--- src/rtl/cfs_pkg.sv ---
// ----------------------------------------------------------------------------
// cfs_pkg
// Shared widths, codes and pipeline payload types of the cube face select
// and projection block.
// ----------------------------------------------------------------------------
`default_nettype none

package cfs_pkg;

	localparam int COMP_BITS      = 16;
	localparam int FRAC_BITS      = 14;
	localparam int COORD_BITS     = FRAC_BITS + 4;
	localparam int NUM_BITS       = COMP_BITS + FRAC_BITS;
	localparam int FACE_BITS      = 3;
	localparam int STATUS_BITS    = 2;
	localparam int BITS_PER_STAGE = 3;
	localparam int DIV_STAGES     = (COORD_BITS + BITS_PER_STAGE - 1) / BITS_PER_STAGE;
	localparam int CNT_BITS       = $clog2(COORD_BITS + 1);

	typedef logic [FACE_BITS-1:0]          face_t;
	typedef logic [STATUS_BITS-1:0]        status_t;
	typedef logic signed [COMP_BITS-1:0]   comp_t;
	typedef logic [COMP_BITS-1:0]          mag_t;
	typedef logic [NUM_BITS-1:0]           num_t;
	typedef logic [COORD_BITS-1:0]         quo_t;
	typedef logic signed [COORD_BITS-1:0]  coord_t;
	typedef logic [CNT_BITS-1:0]           cnt_t;

	localparam face_t FACE_PX = 3'd0;
	localparam face_t FACE_PY = 3'd1;
	localparam face_t FACE_PZ = 3'd2;
	localparam face_t FACE_NX = 3'd3;
	localparam face_t FACE_NY = 3'd4;
	localparam face_t FACE_NZ = 3'd5;

	localparam status_t STAT_OK      = 2'd0;
	localparam status_t STAT_SAT     = 2'd1;
	localparam status_t STAT_ZERO    = 2'd2;
	localparam status_t STAT_INVALID = 2'd3;

	localparam logic FUNC_AUTO  = 1'b0;
	localparam logic FUNC_GIVEN = 1'b1;

	localparam coord_t COORD_MIN = coord_t'({1'b1, {(COORD_BITS-1){1'b0}}});
	localparam coord_t COORD_MAX = ~COORD_MIN;
	localparam cnt_t   CNT_DONE  = cnt_t'(COORD_BITS);

	typedef struct packed {
		face_t   face;
		status_t status;
		logic    neg_u;
		logic    neg_v;
		logic    ovf_u;
		logic    ovf_v;
		cnt_t    cnt;
	} side_t;

	typedef struct packed {
		mag_t rem;
		quo_t num;
		quo_t quo;
	} lane_t;

	typedef struct packed {
		side_t side;
		mag_t  den;
		lane_t u;
		lane_t v;
	} work_t;

endpackage

`default_nettype wire

--- src/rtl/cfs_ifs.sv ---
// ----------------------------------------------------------------------------
// cfs_ifs
// Valid/ready channels of the cube face select block: direction request and
// projected result.
// ----------------------------------------------------------------------------
`default_nettype none

interface cfs_req_if;
	logic                  valid;
	logic                  ready;
	logic                  func;
	cfs_pkg::comp_t        vec_x;
	cfs_pkg::comp_t        vec_y;
	cfs_pkg::comp_t        vec_z;
	logic [2:0]            face_given;

	modport source (output valid, func, vec_x, vec_y, vec_z, face_given, input ready);
	modport sink   (input valid, func, vec_x, vec_y, vec_z, face_given, output ready);
endinterface

interface cfs_rsp_if;
	logic                  valid;
	logic                  ready;
	cfs_pkg::face_t        face;
	cfs_pkg::coord_t       coord_u;
	cfs_pkg::coord_t       coord_v;
	cfs_pkg::status_t      status;

	modport source (output valid, face, coord_u, coord_v, status, input ready);
	modport sink   (input valid, face, coord_u, coord_v, status, output ready);
endinterface

`default_nettype wire

--- src/rtl/cfs_front.sv ---
// ----------------------------------------------------------------------------
// cfs_front
// First stage: face pick (major axis or given), canonical face coordinates,
// magnitudes and signs, and the quotient overflow check ahead of the divider.
// ----------------------------------------------------------------------------
`default_nettype none

module cfs_front (
	input  wire logic          clk,
	input  wire logic          arst_n,
	cfs_req_if.sink            req,
	output logic               out_valid,
	input  wire logic          out_ready,
	output cfs_pkg::work_t     out_data
);

	logic             valid_s1;
	cfs_pkg::work_t   data_s1;
	cfs_pkg::work_t   data_nx;

	cfs_pkg::mag_t    ax, ay, az;
	cfs_pkg::face_t   auto_face, sel_face;
	cfs_pkg::mag_t    m_u, m_v, m_d;
	logic             n_u, n_v, n_d;
	logic             invalid;
	cfs_pkg::num_t    num_u, num_v;
	cfs_pkg::mag_t    r0_u, r0_v;

	function automatic cfs_pkg::mag_t mag_of(input cfs_pkg::comp_t c);
		cfs_pkg::comp_t n;
		n = -c;
		return c[cfs_pkg::COMP_BITS-1] ? cfs_pkg::mag_t'(n) : cfs_pkg::mag_t'(c);
	endfunction

	function automatic logic is_pos(input cfs_pkg::comp_t c);
		return !c[cfs_pkg::COMP_BITS-1] && (|c);
	endfunction

	function automatic logic is_neg(input cfs_pkg::comp_t c);
		return c[cfs_pkg::COMP_BITS-1];
	endfunction

	always_comb begin
		ax = mag_of(req.vec_x);
		ay = mag_of(req.vec_y);
		az = mag_of(req.vec_z);

		if (ax >= ay && ax >= az) begin
			auto_face = is_pos(req.vec_x) ? cfs_pkg::FACE_PX : cfs_pkg::FACE_NX;
		end else if (ay >= az) begin
			auto_face = is_pos(req.vec_y) ? cfs_pkg::FACE_PY : cfs_pkg::FACE_NY;
		end else begin
			auto_face = is_pos(req.vec_z) ? cfs_pkg::FACE_PZ : cfs_pkg::FACE_NZ;
		end

		sel_face = (req.func == cfs_pkg::FUNC_GIVEN) ? req.face_given : auto_face;

		invalid = 1'b0;
		m_u = az;
		n_u = is_pos(req.vec_z);
		m_v = ay;
		n_v = is_neg(req.vec_y);
		m_d = ax;
		n_d = is_neg(req.vec_x);
		case (sel_face)
			cfs_pkg::FACE_PX: begin
				m_u = az; n_u = is_pos(req.vec_z);
				m_v = ay; n_v = is_neg(req.vec_y);
				m_d = ax; n_d = is_neg(req.vec_x);
			end
			cfs_pkg::FACE_NX: begin
				m_u = az; n_u = is_pos(req.vec_z);
				m_v = ay; n_v = is_pos(req.vec_y);
				m_d = ax; n_d = is_neg(req.vec_x);
			end
			cfs_pkg::FACE_PY: begin
				m_u = ax; n_u = is_neg(req.vec_x);
				m_v = az; n_v = is_pos(req.vec_z);
				m_d = ay; n_d = is_neg(req.vec_y);
			end
			cfs_pkg::FACE_NY: begin
				m_u = ax; n_u = is_pos(req.vec_x);
				m_v = az; n_v = is_pos(req.vec_z);
				m_d = ay; n_d = is_neg(req.vec_y);
			end
			cfs_pkg::FACE_PZ: begin
				m_u = ax; n_u = is_neg(req.vec_x);
				m_v = ay; n_v = is_neg(req.vec_y);
				m_d = az; n_d = is_neg(req.vec_z);
			end
			cfs_pkg::FACE_NZ: begin
				m_u = ax; n_u = is_neg(req.vec_x);
				m_v = ay; n_v = is_pos(req.vec_y);
				m_d = az; n_d = is_neg(req.vec_z);
			end
			default: begin
				invalid = 1'b1;
			end
		endcase

		num_u = {m_u, {cfs_pkg::FRAC_BITS{1'b0}}};
		num_v = {m_v, {cfs_pkg::FRAC_BITS{1'b0}}};
		r0_u  = cfs_pkg::mag_t'(num_u[cfs_pkg::NUM_BITS-1:cfs_pkg::COORD_BITS]);
		r0_v  = cfs_pkg::mag_t'(num_v[cfs_pkg::NUM_BITS-1:cfs_pkg::COORD_BITS]);

		data_nx.side.face   = invalid ? cfs_pkg::FACE_PX : sel_face;
		data_nx.side.status = invalid ? cfs_pkg::STAT_INVALID :
		                      (m_d == '0) ? cfs_pkg::STAT_ZERO : cfs_pkg::STAT_OK;
		data_nx.side.neg_u  = n_u ^ n_d;
		data_nx.side.neg_v  = n_v ^ n_d;
		data_nx.side.ovf_u  = (r0_u >= m_d);
		data_nx.side.ovf_v  = (r0_v >= m_d);
		data_nx.side.cnt    = '0;
		data_nx.den         = m_d;
		data_nx.u.rem       = r0_u;
		data_nx.u.num       = num_u[cfs_pkg::COORD_BITS-1:0];
		data_nx.u.quo       = '0;
		data_nx.v.rem       = r0_v;
		data_nx.v.num       = num_v[cfs_pkg::COORD_BITS-1:0];
		data_nx.v.quo       = '0;
	end

	assign req.ready = !valid_s1 || out_ready;

	always_ff @(posedge clk or negedge arst_n) begin
		if (!arst_n) begin
			valid_s1 <= 1'b0;
		end else if (req.ready) begin
			valid_s1 <= req.valid;
		end
	end

	always_ff @(posedge clk) begin
		if (req.ready && req.valid) begin
			data_s1 <= data_nx;
		end
	end

	assign out_valid = valid_s1;
	assign out_data  = data_s1;

endmodule

`default_nettype wire

--- src/rtl/cfs_divider.sv ---
// ----------------------------------------------------------------------------
// cfs_divider
// Pipelined restoring divider for both face coordinates: BITS_PER_STAGE quotient
// bits per stage, one step counter shared by the two lanes.
// ----------------------------------------------------------------------------
`default_nettype none

module cfs_divider (
	input  wire logic             clk,
	input  wire logic             arst_n,
	input  wire logic             in_valid,
	output logic                  in_ready,
	input  wire cfs_pkg::work_t   in_data,
	output logic                  out_valid,
	input  wire logic             out_ready,
	output cfs_pkg::work_t        out_data
);

	logic             vld_s  [cfs_pkg::DIV_STAGES];
	cfs_pkg::work_t   data_s [cfs_pkg::DIV_STAGES];
	logic             src_v  [cfs_pkg::DIV_STAGES];
	cfs_pkg::work_t   src_d  [cfs_pkg::DIV_STAGES];
	logic             rdy    [cfs_pkg::DIV_STAGES+1];

	function automatic cfs_pkg::lane_t step_lane(input cfs_pkg::lane_t l,
	                                             input cfs_pkg::mag_t den);
		logic [cfs_pkg::COMP_BITS:0] t;
		logic [cfs_pkg::COMP_BITS:0] d;
		t = {l.rem, l.num[cfs_pkg::COORD_BITS-1]};
		d = {1'b0, den};
		l.num = l.num << 1;
		if (t >= d) begin
			t = t - d;
			l.quo = {l.quo[cfs_pkg::COORD_BITS-2:0], 1'b1};
		end else begin
			l.quo = {l.quo[cfs_pkg::COORD_BITS-2:0], 1'b0};
		end
		l.rem = t[cfs_pkg::COMP_BITS-1:0];
		return l;
	endfunction

	function automatic cfs_pkg::work_t step_stage(input cfs_pkg::work_t w);
		for (int k = 0; k < cfs_pkg::BITS_PER_STAGE; k++) begin
			if (w.side.cnt != cfs_pkg::CNT_DONE) begin
				w.u = step_lane(w.u, w.den);
				w.v = step_lane(w.v, w.den);
				w.side.cnt = w.side.cnt + 1'b1;
			end
		end
		return w;
	endfunction

	assign rdy[cfs_pkg::DIV_STAGES] = out_ready;
	assign in_ready                 = rdy[0];

	for (genvar i = 0; i < cfs_pkg::DIV_STAGES; i++) begin : g_stg
		if (i == 0) begin : g_first
			assign src_v[i] = in_valid;
			assign src_d[i] = in_data;
		end else begin : g_next
			assign src_v[i] = vld_s[i-1];
			assign src_d[i] = data_s[i-1];
		end

		assign rdy[i] = !vld_s[i] || rdy[i+1];

		always_ff @(posedge clk or negedge arst_n) begin
			if (!arst_n) begin
				vld_s[i] <= 1'b0;
			end else if (rdy[i]) begin
				vld_s[i] <= src_v[i];
			end
		end

		always_ff @(posedge clk) begin
			if (rdy[i] && src_v[i]) begin
				data_s[i] <= step_stage(src_d[i]);
			end
		end
	end

	assign out_valid = vld_s[cfs_pkg::DIV_STAGES-1];
	assign out_data  = data_s[cfs_pkg::DIV_STAGES-1];

endmodule

`default_nettype wire

--- src/rtl/cfs_back.sv ---
// ----------------------------------------------------------------------------
// cfs_back
// Last stage: sign, saturation and status, held in the result register.
// ----------------------------------------------------------------------------
`default_nettype none

module cfs_back (
	input  wire logic             clk,
	input  wire logic             arst_n,
	input  wire logic             in_valid,
	output logic                  in_ready,
	input  wire cfs_pkg::work_t   in_data,
	cfs_rsp_if.source             rsp
);

	logic                valid_q;
	cfs_pkg::face_t      face_q;
	cfs_pkg::coord_t     u_q, v_q;
	cfs_pkg::status_t    status_q;

	cfs_pkg::coord_t     u_nx, v_nx;
	logic                sat_u, sat_v;
	cfs_pkg::status_t    status_nx;

	function automatic cfs_pkg::coord_t fix_coord(input cfs_pkg::quo_t q, input logic neg,
	                                              input logic ovf, output logic sat);
		cfs_pkg::coord_t r;
		sat = 1'b0;
		if (neg && (ovf || q != '0)) begin
			if (ovf || q > cfs_pkg::quo_t'(cfs_pkg::COORD_MIN)) begin
				sat = 1'b1;
				r   = cfs_pkg::COORD_MIN;
			end else begin
				r = -cfs_pkg::coord_t'(q);
			end
		end else if (ovf || q[cfs_pkg::COORD_BITS-1]) begin
			sat = 1'b1;
			r   = cfs_pkg::COORD_MAX;
		end else begin
			r = cfs_pkg::coord_t'(q);
		end
		return r;
	endfunction

	always_comb begin
		u_nx = fix_coord(in_data.u.quo, in_data.side.neg_u, in_data.side.ovf_u, sat_u);
		v_nx = fix_coord(in_data.v.quo, in_data.side.neg_v, in_data.side.ovf_v, sat_v);
		if (in_data.side.status != cfs_pkg::STAT_OK) begin
			u_nx      = '0;
			v_nx      = '0;
			status_nx = in_data.side.status;
		end else begin
			status_nx = (sat_u || sat_v) ? cfs_pkg::STAT_SAT : cfs_pkg::STAT_OK;
		end
	end

	assign in_ready = !valid_q || rsp.ready;

	always_ff @(posedge clk or negedge arst_n) begin
		if (!arst_n) begin
			valid_q <= 1'b0;
		end else if (in_ready) begin
			valid_q <= in_valid;
		end
	end

	always_ff @(posedge clk) begin
		if (in_ready && in_valid) begin
			face_q   <= in_data.side.face;
			u_q      <= u_nx;
			v_q      <= v_nx;
			status_q <= status_nx;
		end
	end

	assign rsp.valid   = valid_q;
	assign rsp.face    = face_q;
	assign rsp.coord_u = u_q;
	assign rsp.coord_v = v_q;
	assign rsp.status  = status_q;

endmodule

`default_nettype wire

--- src/rtl/cube_face_select_project.sv ---
// ----------------------------------------------------------------------------
// cube_face_select_project
// Cube map face selection and projection of a direction vector to Q3.14
// face coordinates.
// ----------------------------------------------------------------------------
// Usage:
//   req carries one direction per transaction: func, vec_x/y/z and
//   face_given. func selects major axis face choice or projection onto
//   face_given. rsp returns face, coord_u, coord_v and status, one result
//   transaction per request transaction, in request order.
//   Throughput: one transaction per cycle, sustained while rsp is ready.
//   Stages: one stage for face choice and operand setup, DIV_STAGES
//   divider stages retiring BITS_PER_STAGE quotient bits each for both
//   coordinates, one result register.
//   The divider stage chain sets the latency.
//   Reset clears every stage valid bit; no result is pending afterwards.
//   When rsp stalls, the result register holds and stages fill up behind it;
//   req.ready drops only once every stage holds a transaction. Empty stages
//   close up, so a stall loses or repeats nothing.
// ----------------------------------------------------------------------------
`default_nettype none

module cube_face_select_project (
	input  wire logic   clk,
	input  wire logic   arst_n,
	cfs_req_if.sink     req,
	cfs_rsp_if.source   rsp
);

	logic             f_valid, f_ready;
	cfs_pkg::work_t   f_data;
	logic             d_valid, d_ready;
	cfs_pkg::work_t   d_data;

	cfs_front u_front (
		.clk       (clk),
		.arst_n    (arst_n),
		.req       (req),
		.out_valid (f_valid),
		.out_ready (f_ready),
		.out_data  (f_data)
	);

	cfs_divider u_divider (
		.clk       (clk),
		.arst_n    (arst_n),
		.in_valid  (f_valid),
		.in_ready  (f_ready),
		.in_data   (f_data),
		.out_valid (d_valid),
		.out_ready (d_ready),
		.out_data  (d_data)
	);

	cfs_back u_back (
		.clk      (clk),
		.arst_n   (arst_n),
		.in_valid (d_valid),
		.in_ready (d_ready),
		.in_data  (d_data),
		.rsp      (rsp)
	);

endmodule

`default_nettype wire

--- src/flat_wrapper.sv ---
// flat-port wrapper written by rule: the top's interface ports become plain ports
module cube_face_select_project_flat 
  (clk, arst_n, req_valid, req_func, req_vec_x, req_vec_y, req_vec_z, req_face_given, req_ready, rsp_valid, rsp_face, rsp_coord_u, rsp_coord_v, rsp_status, rsp_ready);
  cfs_req_if req_i ();
  cfs_rsp_if rsp_i ();
  input  wire logic clk;
  input  wire logic arst_n;
  input wire logic [$bits(req_i.valid)-1:0] req_valid;
  input wire logic [$bits(req_i.func)-1:0] req_func;
  input wire logic [$bits(req_i.vec_x)-1:0] req_vec_x;
  input wire logic [$bits(req_i.vec_y)-1:0] req_vec_y;
  input wire logic [$bits(req_i.vec_z)-1:0] req_vec_z;
  input wire logic [$bits(req_i.face_given)-1:0] req_face_given;
  output wire logic [$bits(req_i.ready)-1:0] req_ready;
  output wire logic [$bits(rsp_i.valid)-1:0] rsp_valid;
  output wire logic [$bits(rsp_i.face)-1:0] rsp_face;
  output wire logic [$bits(rsp_i.coord_u)-1:0] rsp_coord_u;
  output wire logic [$bits(rsp_i.coord_v)-1:0] rsp_coord_v;
  output wire logic [$bits(rsp_i.status)-1:0] rsp_status;
  input wire logic [$bits(rsp_i.ready)-1:0] rsp_ready;
  assign req_i.valid = req_valid;
  assign req_i.func = req_func;
  assign req_i.vec_x = req_vec_x;
  assign req_i.vec_y = req_vec_y;
  assign req_i.vec_z = req_vec_z;
  assign req_i.face_given = req_face_given;
  assign req_ready = req_i.ready;
  assign rsp_valid = rsp_i.valid;
  assign rsp_face = rsp_i.face;
  assign rsp_coord_u = rsp_i.coord_u;
  assign rsp_coord_v = rsp_i.coord_v;
  assign rsp_status = rsp_i.status;
  assign rsp_i.ready = rsp_ready;
  cube_face_select_project u_core (.clk(clk), .arst_n(arst_n), .req(req_i), .rsp(rsp_i));
endmodule
--- config.mk ---
export PLATFORM = sky130hd
export DESIGN_NAME = cube_face_select_project_flat
export DESIGN_NICKNAME = d
export VERILOG_FILES = /design/src/rtl/cfs_pkg.sv /design/src/rtl/cfs_ifs.sv /design/src/rtl/cfs_front.sv /design/src/rtl/cfs_divider.sv /design/src/rtl/cfs_back.sv /design/src/rtl/cube_face_select_project.sv /design/src/flat_wrapper.sv
export SDC_FILE = /design/constraint.sdc
export NUM_CORES = 2
export LEC_CHECK = 0
export ABC_AREA = 1
export BUFFER_PORTS_ARGS = -buffer_cell sky130_fd_sc_hd__buf_4
export CORE_MARGIN = 2
export CORE_UTILIZATION = 50
export DETAILED_ROUTE_END_ITERATION = 8
export GPL_TIMING_DRIVEN = 0
export PLACE_DENSITY = 0.68
export SLEW_MARGIN = 40
export SYNTH_ARGS = -nofsm -noshare
export SYNTH_HDL_FRONTEND = slang
export SYNTH_HIERARCHICAL = 1
export SYNTH_SLANG_ARGS = --single-unit
--- constraint.sdc ---
create_clock -name clk -period 6.85 [get_ports clk]
set_input_delay 0.685 -clock clk [delete_from_list [all_inputs] [get_ports clk]]
set_output_delay 0.685 -clock clk [all_outputs]
set_load 0.02 [all_outputs]
Word level (Yosys, flattened, before mapping):

Memories as Yosys holds them, arrays and structs flattened.
Index checks and enable logic that the tools add are counted.

* output and inout port bits: 43
* memory bits (writable): 804
* word-level logic and storage cells: 387
* memories: 1
* bits of input ports: 56
* flip-flop bits (word level): 106

* reduce and logical (&&, ||, !) cells: 54
* mux-type cells: 184
* bitwise gates (word level): 2
* equality and inequality tests: 22
* magnitude comparators: 43
* $add $sub $neg: 58

Memories
* u_core.u_divider.data_s: words 6, width 134, rd ports 6, clocked after Yosys merged registers in 0, write ports 6, line cfs_divider.sv:20 `cfs_pkg::work_t data_s [cfs_pkg::DIV_STAGES];`

Operator list (number)
* $mux 104: 35
* $mux 16: 41
* $ge 17x16->1: 34
* $sub 16x16->16: 34
* $mux 5: 35
* $mux 18: 6
* $add 5x1->5 const B: 17
* $ne 5x5->1 const B: 17
* $mux 1: 55
* $ge 16x16->1: 3
* $neg 16->16: 3
* $reduce_or 16->1: 3
* $gt 18x18->1 const B: 2
* $neg 18->18: 2
* $reduce_bool 18->1: 2
* $ge 12x16->1: 2
* $ge 13x16->1: 2
* $pmux 16 s2: 1
* $sub 13x16->16: 2
* $logic_not 16->1: 1
* $logic_or 1x1->1: 15
* $mux 3: 5
* $logic_and 1x1->1: 14
* $logic_not 1->1: 11
* 12 further kinds: 21

Depth between registers and ports, before layout:

* depth in word-level cells: 18
* depth in mapped cells: 49
* gate-level depth less buffers: 48

Modules after synthesis:

The synthesis kept the hierarchy.

Modules (own cells, without submodules)
* cfs_divider: instances 1, cells each 12030, sequential area each 24293.3 µm², area an instance 82649.3 µm²
* cfs_front: instances 1, cells each 825, sequential area each 1736.7 µm², area an instance 6389.9 µm²
* cfs_back: instances 1, cells each 371, sequential area each 1256.2 µm², area an instance 3101.7 µm²

Least setup slack after synthesis:

No wires, ideal clock.

* path kind: input to register
* start: input port rsp_ready
* end: memory u_core/u_divider/data_s[1][0] (netlist name), enable pin
* data arrival time: 6.870 ns
* buffers on the path: 0
* stages on the path: 12
* slack: -0.651 ns
* required time: 6.219 ns
* setup time: 0.631 ns
* cells stage by stage: inv_1 nand2_1 nor2_1 inv_1 nor2_1 inv_1 nor2_1 inv_1 nor2_1 inv_1 nor2_1 nor2_1

RTL lines
* start: declaration: line flat_wrapper.sv:20 `input wire logic [$bits(rsp_i.ready)-1:0] rsp_ready;`
* end: declaration: line cfs_divider.sv:20

==> parameters.txt <==
Parameter                              Value

Layout
  Most frequent cells in the layout ... nand2_1 (3625), inv_1 (1256), nand3_1 (990), o21ai_0 (829), edfxtp_1 (723)
  Final instance count without filler cells ... 15000
  Fraction of final layout cells sized beyond drive strength 1 ... 0.152
  Number of filler instances in the final layout ... 15600
  Net count reported at finish ... 13500
  Signed area change from the synthesized netlist to the final layout ... 17.5%
  Most frequent standard cell in the layout excluding fill and tap cells ... nand2_1
  Final core occ ... 0.592

CTS
  Maximum buffer depth of the clock tree ... 3
  TritonCTS clock tree ... done
  Clock transition at path regs ... 0.06 ns
  # clock sinks ... between 700 and 800
  Number of buffers inserted during clock tree synthesis ... 84
  Root Buffer Master ... clkbuf_16
  Clock insertion delay at the later pin of the skew report ... 0.74 ns
  Number of H-tree levels ... 3

Global routing
  Via count of the first global-routing pass ... ~79000
  Global Route Usage Sum ... 0.367
  First-pass GRT wire length ... roughly 470000 um
  Largest net degree at the start of global routing ... 92
  Antenna violations before repair ... 9
  GRT overflow ... 0

Die
  Die area ... 167000 sq um
  Number of I/O pins ... 99
  Chip height ... 409 um
  Core ar. ... 163000 sq um
  Chip width ... 409 um
  Total number of placement rows ... 148
  Initial standard-cell utilization of the core ... 0.504

Yosys
  Number of warnings printed during yosys synthesis ... 6
  Mean cell area of the mapped netlist ... 6.81 sq um
  Cell area after technology mapping ... 82100 sq um
  Synthesized netlist cell count ... ~12000

Timing
  Final total negative setup slack ... 0 ns
  Worst slew slack as a fraction of its limit ... 0.380
  Count of endpoints failing setup in the final report ... 0
  Worst Tran Pin Value ... 0.920 ns
  Maximum operating frequency ... 149 MHz
  Total count of max-transition violations in the final report ... 0
  Fin crit share ... 0.980
  Min Tclk post-route ... 6.71 ns
  Number of failing hold endpoints at the final stage ... 0
  Worst clock skew on the final layout ... 0.0466 ns

Routing
  Number of design-rule violations left by the first detailed-router iteration ... 9328
  Vias post-DR ... 86700
  Post-detailed-route wirelength per cell ... 21.5 um
  Final wirelength ... 322000 um
  Router iterations before antenna repair ... 8
  DRC violation count after routing ... 0
  DRT antenna net count ... 0
  Via count normalized by instance count ... 5.79

Placed design
  Placed cell count ... 14400
  Global placer's final weighted congestion ... 1.03
  Port Buffers ... 98
  Half-perimeter wire length of the detailed placement result ... 253000 um

Run
  Number of violations of the max-capacitance limit ... 0

Setup path
  R2R cell count ... 44
  Crit path kind ... register to register
  Required time of the worst setup path ... 7.32 ns
  Reg2Reg Setup Slack ... ~0.14 ns
  Capture instance of the worst register-to-register path ... u_core/u_divider/data_s[1][99]
  Start of the worst register-to-register path ... u_core/u_divider/data_s[0][106]
  CP startpoint kind ... register
  Largest stage delay, worst path ... 0.49 ns
  Crit path to ... u_core/u_divider/data_s[1][99]
  Maximum fanout encountered on the critical timing path ... 10
  Critical path origin ... u_core/u_divider/data_s[0][106]
  Critical Path Slowest Stage Cell ... edfxtp_1
  Most common cell on crit path ... nand2_1
  Worst endpoint data arrival time ... 7.18 ns
  Critical path endpoint category ... register

Worst hold path
  Min-delay worst type ... input port to register

Outcome
  Status ... complete, no violations
==> per-stage QoR <==
| stage | hold slack (ns) | setup WS [ns] | instance area [sq um] |
|---|---|---|---|
| 2_1_floorplan | 0.389 | 0.236 | 82300 |
| 3_3_place_gp | 0.401 | -2.71 | 85800 |
| 3_5_place_dp | 0.405 | -1.35 | 86400 |
| 4_1_cts | 0.166 | 0.00159 | 92300 |
| 5_1_grt | 0.214 | -0.166 | 96400 |
| 6_report | 0.200 | 0.139 | 96400 |
==> area by class of cell <==
type / count / area [sq um] / area share
Tap cell: 2175 / 2720 / 0.0282
Antenna cell: 5 / 12.5 / 0.000130
Inverter: 1419 / 5700 / 0.0591
Clock inverter: 60 / 778 / 0.00807
Timing Repair Buffer: 511 / 4640 / 0.0481
Buffer: 558 / 3100 / 0.0322
Multi-Input combinational cell: 9416 / 55400 / 0.574
Clock buffer: 95 / 2160 / 0.0225
Sequential cell: 731 / 21900 / 0.227
==> repair_timing <==
| action | in CTS | in global routing |
|---|---|---|
| cloned | 1 | 4 |
| setup endpoints to repair | 171 | 174 |
| pin swaps | 28 | 120 |
| resized for setup | 284 | 593 |
| hold buffers | 1 | 0 |
| hold endpoints to repair | 8 | 0 |
| buffers inserted | 205 | 179 |
==> per-layer routing <==
| layer | GRT usage | share of wire |
|---|---|---|
| met1 | 0.480 | 0.41 |
| met2 | 0.586 | 0.45 |
| met3 | 0.0572 | 0.083 |
| met4 | 0.190 | 0.060 |
| met5 | 0 | 0.00015 |
==> worst max-delay path, delay by kind of cell, from the launching register on <==
kind | cells | cell delay [ns]
AND/OR/NAND/NOR | 23 | 2.29
AO/OA/AOI/OAI | 8 | 1.42
flip-flops | 1 | 0.49
buffers and inverters | 10 | 1.42
adder cells (fa/ha/maj) | 3 | 0.80
==> how the worst min path moves through the flow <==
stage / start / cells past startpoint / slack [ns] / to
after floorplan: arst_n / 0 / 0.39 / u_core/u_back/rsp.valid
after global placement: u_core/u_divider/data_s[0][127] / 0 / 0.40 / u_core/u_divider/data_s[1][127]
after detailed placement: u_core/u_front/out_data[133] / 0 / 0.40 / u_core/u_divider/data_s[0][133]
after CTS: req_valid / 3 / 0.17 / u_core/u_front/out_valid
after global routing: req_valid / 3 / 0.21 / u_core/u_front/out_valid
final: req_valid / 3 / 0.20 / u_core/u_front/out_valid
==> flip-flops by register name, indices dropped and copies added, names as in the netlist <==
register	cells
u_core/u_back/rsp.coord_u	18
u_core/u_back/rsp.coord_v	18
u_core/u_back/rsp.face	3
u_core/u_back/rsp.status	2
u_core/u_back/rsp.valid	1
u_core/u_divider/data_s	625
u_core/u_divider/out_valid	1
u_core/u_divider/src_v	5
u_core/u_front/out_data	57
u_core/u_front/out_valid	1
Power is left out: the tool's default activity adds up to more than one toggle a clock period on the data nets, which glitch-free logic cannot reach.
